[src/design/lfsf_pkg.sv]
// Package for the largest free square finder.
// Holds the field and bus widths, the reset row width, the size cap, and the per-cell operand and best-square types.
// No dependencies.
package lfsf_pkg;

  // Fixed widths of the result fields and of the row width setting.
  localparam int SIZE_W = 11;
  localparam int POS_W  = 10;
  localparam int CFG_W  = 11;

  // Row width after reset, and the saturation limit of a square size.
  localparam logic [CFG_W-1:0]  ROW_WIDTH_RESET = 11'd1024;
  localparam logic [SIZE_W-1:0] SIZE_CAP        = 11'd2047;

  // Byte-padded bus widths.
  localparam int IN_DATA_W  = 8;
  localparam int OUT_DATA_W = 32;

  // Best square found so far: bottom-right corner and side.
  typedef struct packed {
    logic [POS_W-1:0]  row;
    logic [POS_W-1:0]  col;
    logic [SIZE_W-1:0] size;
  } best_t;

  // Operands of one cell update.
  typedef struct packed {
    logic              free;
    logic              border;
    logic [SIZE_W-1:0] left;
    logic [SIZE_W-1:0] diag;
    logic [SIZE_W-1:0] up;
    logic [POS_W-1:0]  row;
    logic [POS_W-1:0]  col;
  } cell_ops_t;

endpackage

[src/design/lfsf_cell.sv]
// Per-cell update of the largest free square finder: square size at the cell
// and the running best square. Purely combinational. Uses lfsf_pkg.
module lfsf_cell (
  input  lfsf_pkg::cell_ops_t        ops,
  input  lfsf_pkg::best_t            best,
  output logic [lfsf_pkg::SIZE_W-1:0] size,
  output lfsf_pkg::best_t            best_next
);

  logic [lfsf_pkg::SIZE_W-1:0] min_lu;
  logic [lfsf_pkg::SIZE_W-1:0] min_all;
  logic [lfsf_pkg::SIZE_W:0]   grown;

  // Minimum of the three neighbors, plus one, saturated.
  always_comb begin
    min_lu  = (ops.left < ops.up) ? ops.left : ops.up;
    min_all = (ops.diag < min_lu) ? ops.diag : min_lu;
    grown   = {1'b0, min_all} + {{lfsf_pkg::SIZE_W{1'b0}}, 1'b1};
  end

  // Obstacles give zero, free cells on the first row or column give one.
  always_comb begin
    if (!ops.free) begin
      size = '0;
    end else if (ops.border) begin
      size = {{(lfsf_pkg::SIZE_W-1){1'b0}}, 1'b1};
    end else if (grown[lfsf_pkg::SIZE_W]) begin
      size = lfsf_pkg::SIZE_CAP;
    end else begin
      size = grown[lfsf_pkg::SIZE_W-1:0];
    end
  end

  // Only a strictly larger square replaces the best one.
  always_comb begin
    best_next = best;
    if (size > best.size) begin
      best_next.row  = ops.row;
      best_next.col  = ops.col;
      best_next.size = size;
    end
  end

endmodule

[config.mk]
export PLATFORM = sky130hd
export DESIGN_NAME = lfsf_cell
export DESIGN_NICKNAME = d
export VERILOG_FILES = /design/src/design/lfsf_pkg.sv /design/src/design/lfsf_cell.sv
export SDC_FILE = /design/constraint.sdc
export NUM_CORES = 1
export LEC_CHECK = 0
export BUFFER_PORTS_ARGS = -buffer_cell sky130_fd_sc_hd__buf_2
export CAP_MARGIN = 40
export CORE_MARGIN = 8
export CORE_UTILIZATION = 40
export DETAILED_ROUTE_END_ITERATION = 8
export PLACE_DENSITY = 0.79
export SLEW_MARGIN = 20
export SYNTH_ARGS = -nofsm -noshare
export SYNTH_HDL_FRONTEND = slang
export SYNTH_SLANG_ARGS = --single-unit
[constraint.sdc]
create_clock -name vclk -period 10.9
set_input_delay 2.18 -clock vclk [all_inputs]
set_output_delay 2.18 -clock vclk [all_outputs]
set_load 0.02 [all_outputs]
Word level (Yosys, flattened, before mapping)
Index checks and enable logic that the tools add are counted.

storage, ports and cells
  output and inout bits = 42
  bits in registers = 0

cells by class
  add/subtract/negate cells = 1
  order comparisons = 3
  muxes and demuxes = 6

operators with widths
  cell                                                              number
  11-bit 2-to-1 mux                                                 5
  31-bit 2-to-1 mux                                                 1
  11-bit less-than comparator                                       2
  11-bit by 1-bit adder with 12-bit output (second input constant)  1
  11-bit > comparator                                               1

Longest topological paths before layout
  word-level depth = 10
  mapped depth = 32
  depth with buffers taken out = 30

Worst setup path after synthesis
Ideal clock, no wire load.

  path kind = input-to-output
  start point = input ops[22] in the netlist's numbering
  end point = output best_next[0] in the netlist's numbering
  arrival time = 8.745 ns
  data required time = 8.720 ns
  setup slack = -0.025 ns
  path buffers = 3
  stages = 30
  cell sequence = inv_1 -> ha_1 -> a21o_1 -> a31oi_1 -> o21ai_1 -> a2111oi_4 -> buf_4 -> mux2_2 -> inv_1 -> ha_1 -> nand4_1 -> or4_1 -> or4_1 -> a21o_1 -> o211a_1 -> buf_2 -> a21oi_1 -> inv_1 -> ha_1 -> o21ai_1 -> nor3_1 -> xnor2_1 -> a21oi_1 -> ha_1 -> nand3_1 -> o21ai_0 -> o211ai_1 -> a21oi_1 -> clkbuf_1 -> mux2i_1

RTL lines
  what         line            source
  from (decl)  lfsf_cell.sv:4  input lfsf_pkg::cell_ops_t ops,
  to (decl)    lfsf_cell.sv:7  output lfsf_pkg::best_t best_next

==> impl_metrics.py <==
metrics = {
    "floorplan": {
        "initial_core_util": 0.4084,
        "rows": 26,
        "ios": 128,
        "die_h_microns": 87.76,
        "dieArea_sq_um": 7701,
        "coreArea_sq_um": 5042,
        "die_x_microns": 87.76,
    },
    "synthesis": {
        "synth_cell_types": 45,
        "netlist.area_leader.share": 0.1944,
        "ys_seq_area_frac": 0,
        "synth_fp_nets": 388,
        "synth_area_leaders": "ha_1, mux2_2, mux2i_1",
        "yosysTopAreaCell": "ha_1",
        "synth_cells": 270,
        "synthTopCellsByCount": "ha_1, mux2_2, inv_1",
        "syn_avg_cell_area_sq_um": 7.628,
        "yosys_warnings": 0,
        "synth_area_sq_um": 2059,
    },
    "route": {
        "routed-wl-met2_mm": 5.477,
        "num_vias": 2974,
        "wl_per_cell_microns": 21.27,
        "final_antenna_net_count": 0,
        "drtPass1Iterations": 5,
        "routed.top_layer": "met4",
        "wl_met1_mm": 3.804,
        "routed-wl-met3_microns": 672,
        "vias_per_cell": 5.996,
        "drtIter0Drc": 236,
        "drc": 0,
        "routed_wl_mm": 10.55,
    },
    "global_routing": {
        "grt-ovfl-total": 0,
        "antenna_found_initial": 0,
        "grtUsageTotal": 0.1768,
        "grt_pass1_wl_mm": 11.42,
        "grt_max_degree": 23,
        "grt_pass1_vias": 2568,
    },
    "timing": {
        "timing.hold.ws_ps": 4683,
        "rsz0062_at_grt": "true",
        "min_period_over_period": 1.012,
        "maxSlewViolCount": 0,
        "fin_ws_ps": -128.0,
        "worst_slew_pin_slew_ps": 719.7,
        "max_freq_mhz": 90.68,
        "post-route-min-period_ps": 11030,
        "tns_ps": -3028,
        "slew_headroom": 0.5202,
        "setup_viol": 30,
        "finalHoldViolations": 0,
    },
    "layout": {
        "num_antenna_cells": 0,
        "layout-drive-gt1-share": 0.5587,
        "nNetsFinal": 546,
        "final_util": 0.6983,
        "syn_to_final_growth_pct": 70.96,
        "seqCellArea_sq_um": 0,
        "stdcell_area_sq_um": 3521,
        "seq_cells": 0,
        "fin_cells": 496,
        "fillers": 341,
        "clkbuf_count": 0,
    },
    "worst_setup_path": {
        "slowest_stage": "or4_1",
        "cp_slowest_stage_delay_ps": 570,
        "crit_fanout": 6,
        "crit_required_ps": 8720,
        "crit_arrival_ps": 8850,
        "endpoint_kind": "primary output",
        "cp-start-kind": "primary input",
        "crit_type": "primary input to primary output",
    },
    "place": {
        "dp_cells": 467,
        "place_ws_ps": -23.80,
        "gp_congestion": 0.8726,
        "placed_cell_area_sq_um": 2818,
        "hpwl_mm": 6.600,
        "port-buffer-count": 128,
    },
    "status": {
        "violations": "setup timing",
        "status": "complete, but fails checks",
    },
    "power_and_ir_drop": {
        "irDropWorstVdd_mv": 0.04517,
        "power_density_nw_per_um2": 76.64,
        "p_total_mw": 0.2698,
        "p_leak_nw": 1.772,
    },
    "flow_run": {
        "drv_cap": 0,
    },
    "hold_path": {
        "hp-class": "primary input to primary output",
    },
}
-- worst paths after layout --
kind | from | endpoint | cells past startpoint
setup / recovery | ops[29] | best_next[11] | 29
hold / removal | ops[17] | best_next[28] | 3
-- cells by family after synthesis --
group	synth area share
buffers and inverters	0.08080
and+or+nand+nor	0.1980
xor gates and xnor gates	0.02126
muxes	0.3013
AOI/OAI and AO/OA	0.2041
adders and majority gates	0.1944
-- repair_timing --
| action | 4_1_cts | 5_1_grt |
|---|---|---|
| buffers inserted | 0 | 25 |
| pin swaps | 0 | 23 |
| endpoints found under the setup margin | 15 | 31 |
| hold buffers | 0 | 0 |
| gates cloned | 0 | 4 |
| gates resized for setup | 3 | 123 |
-- power by group --
group	switching (mW)	leakage, nW	internal, mW
combinational	0.138	1.77	0.132
clock	0	0	0
sequential	0	0	0
total	0.138	1.77	0.132
-- cells in the final DEF, fill, tap and decap left out, drive strengths merged --
master,instances
a2111oi,2
a211oi,2
a21bo,1
a21boi,1
a21o,4
a21oi,17
a2bb2o,1
a31oi,6
and2,2
and3,4
buf,162
clkbuf,3
ha,32
inv,31
mux2,34
mux2i,23
nand2,18
nand2b,2
nand3,11
nand4,8
nor2,17
nor2b,3
nor3,7
nor4,3
nor4b,1
o2111ai,1
o211a,1
o211ai,2
o21a,5
o21ai,8
o22ai,1
o311ai,1
o31ai,1
o32ai,1
or2,1
or3,2
or4,2
xnor2,5
-- worst max-delay path: cells and delay by family --
family / cells / cell delay, ps
multiplexers: 2 / 710
XOR/XNOR: 1 / 200
AND/OR/NAND/NOR: 6 / 1630
buffers and inverters: 7 / 1030
adder cells (fa/ha/maj): 3 / 880
AO/OA/AOI/OAI: 10 / 2220
-- metal layers --
| layer | up-vias | track usage |
|---|---|---|
| met4 | 0 | 0.03438 |
| met2 | 194 | 0.3352 |
| li1 | 1317 | - |
| met3 | 55 | 0.01689 |
| met5 | - | 0 |
| met1 | 1408 | 0.2065 |
-- layout make-up --
cell class         instances  area, sq um  share of cell area
well taps                 70        87.58             0.02488
inverters                 31        121.4             0.03447
multi-input cells        230         2102              0.5970
repair buffers           165         1210              0.3436
(Power assumes the default switching activity.)
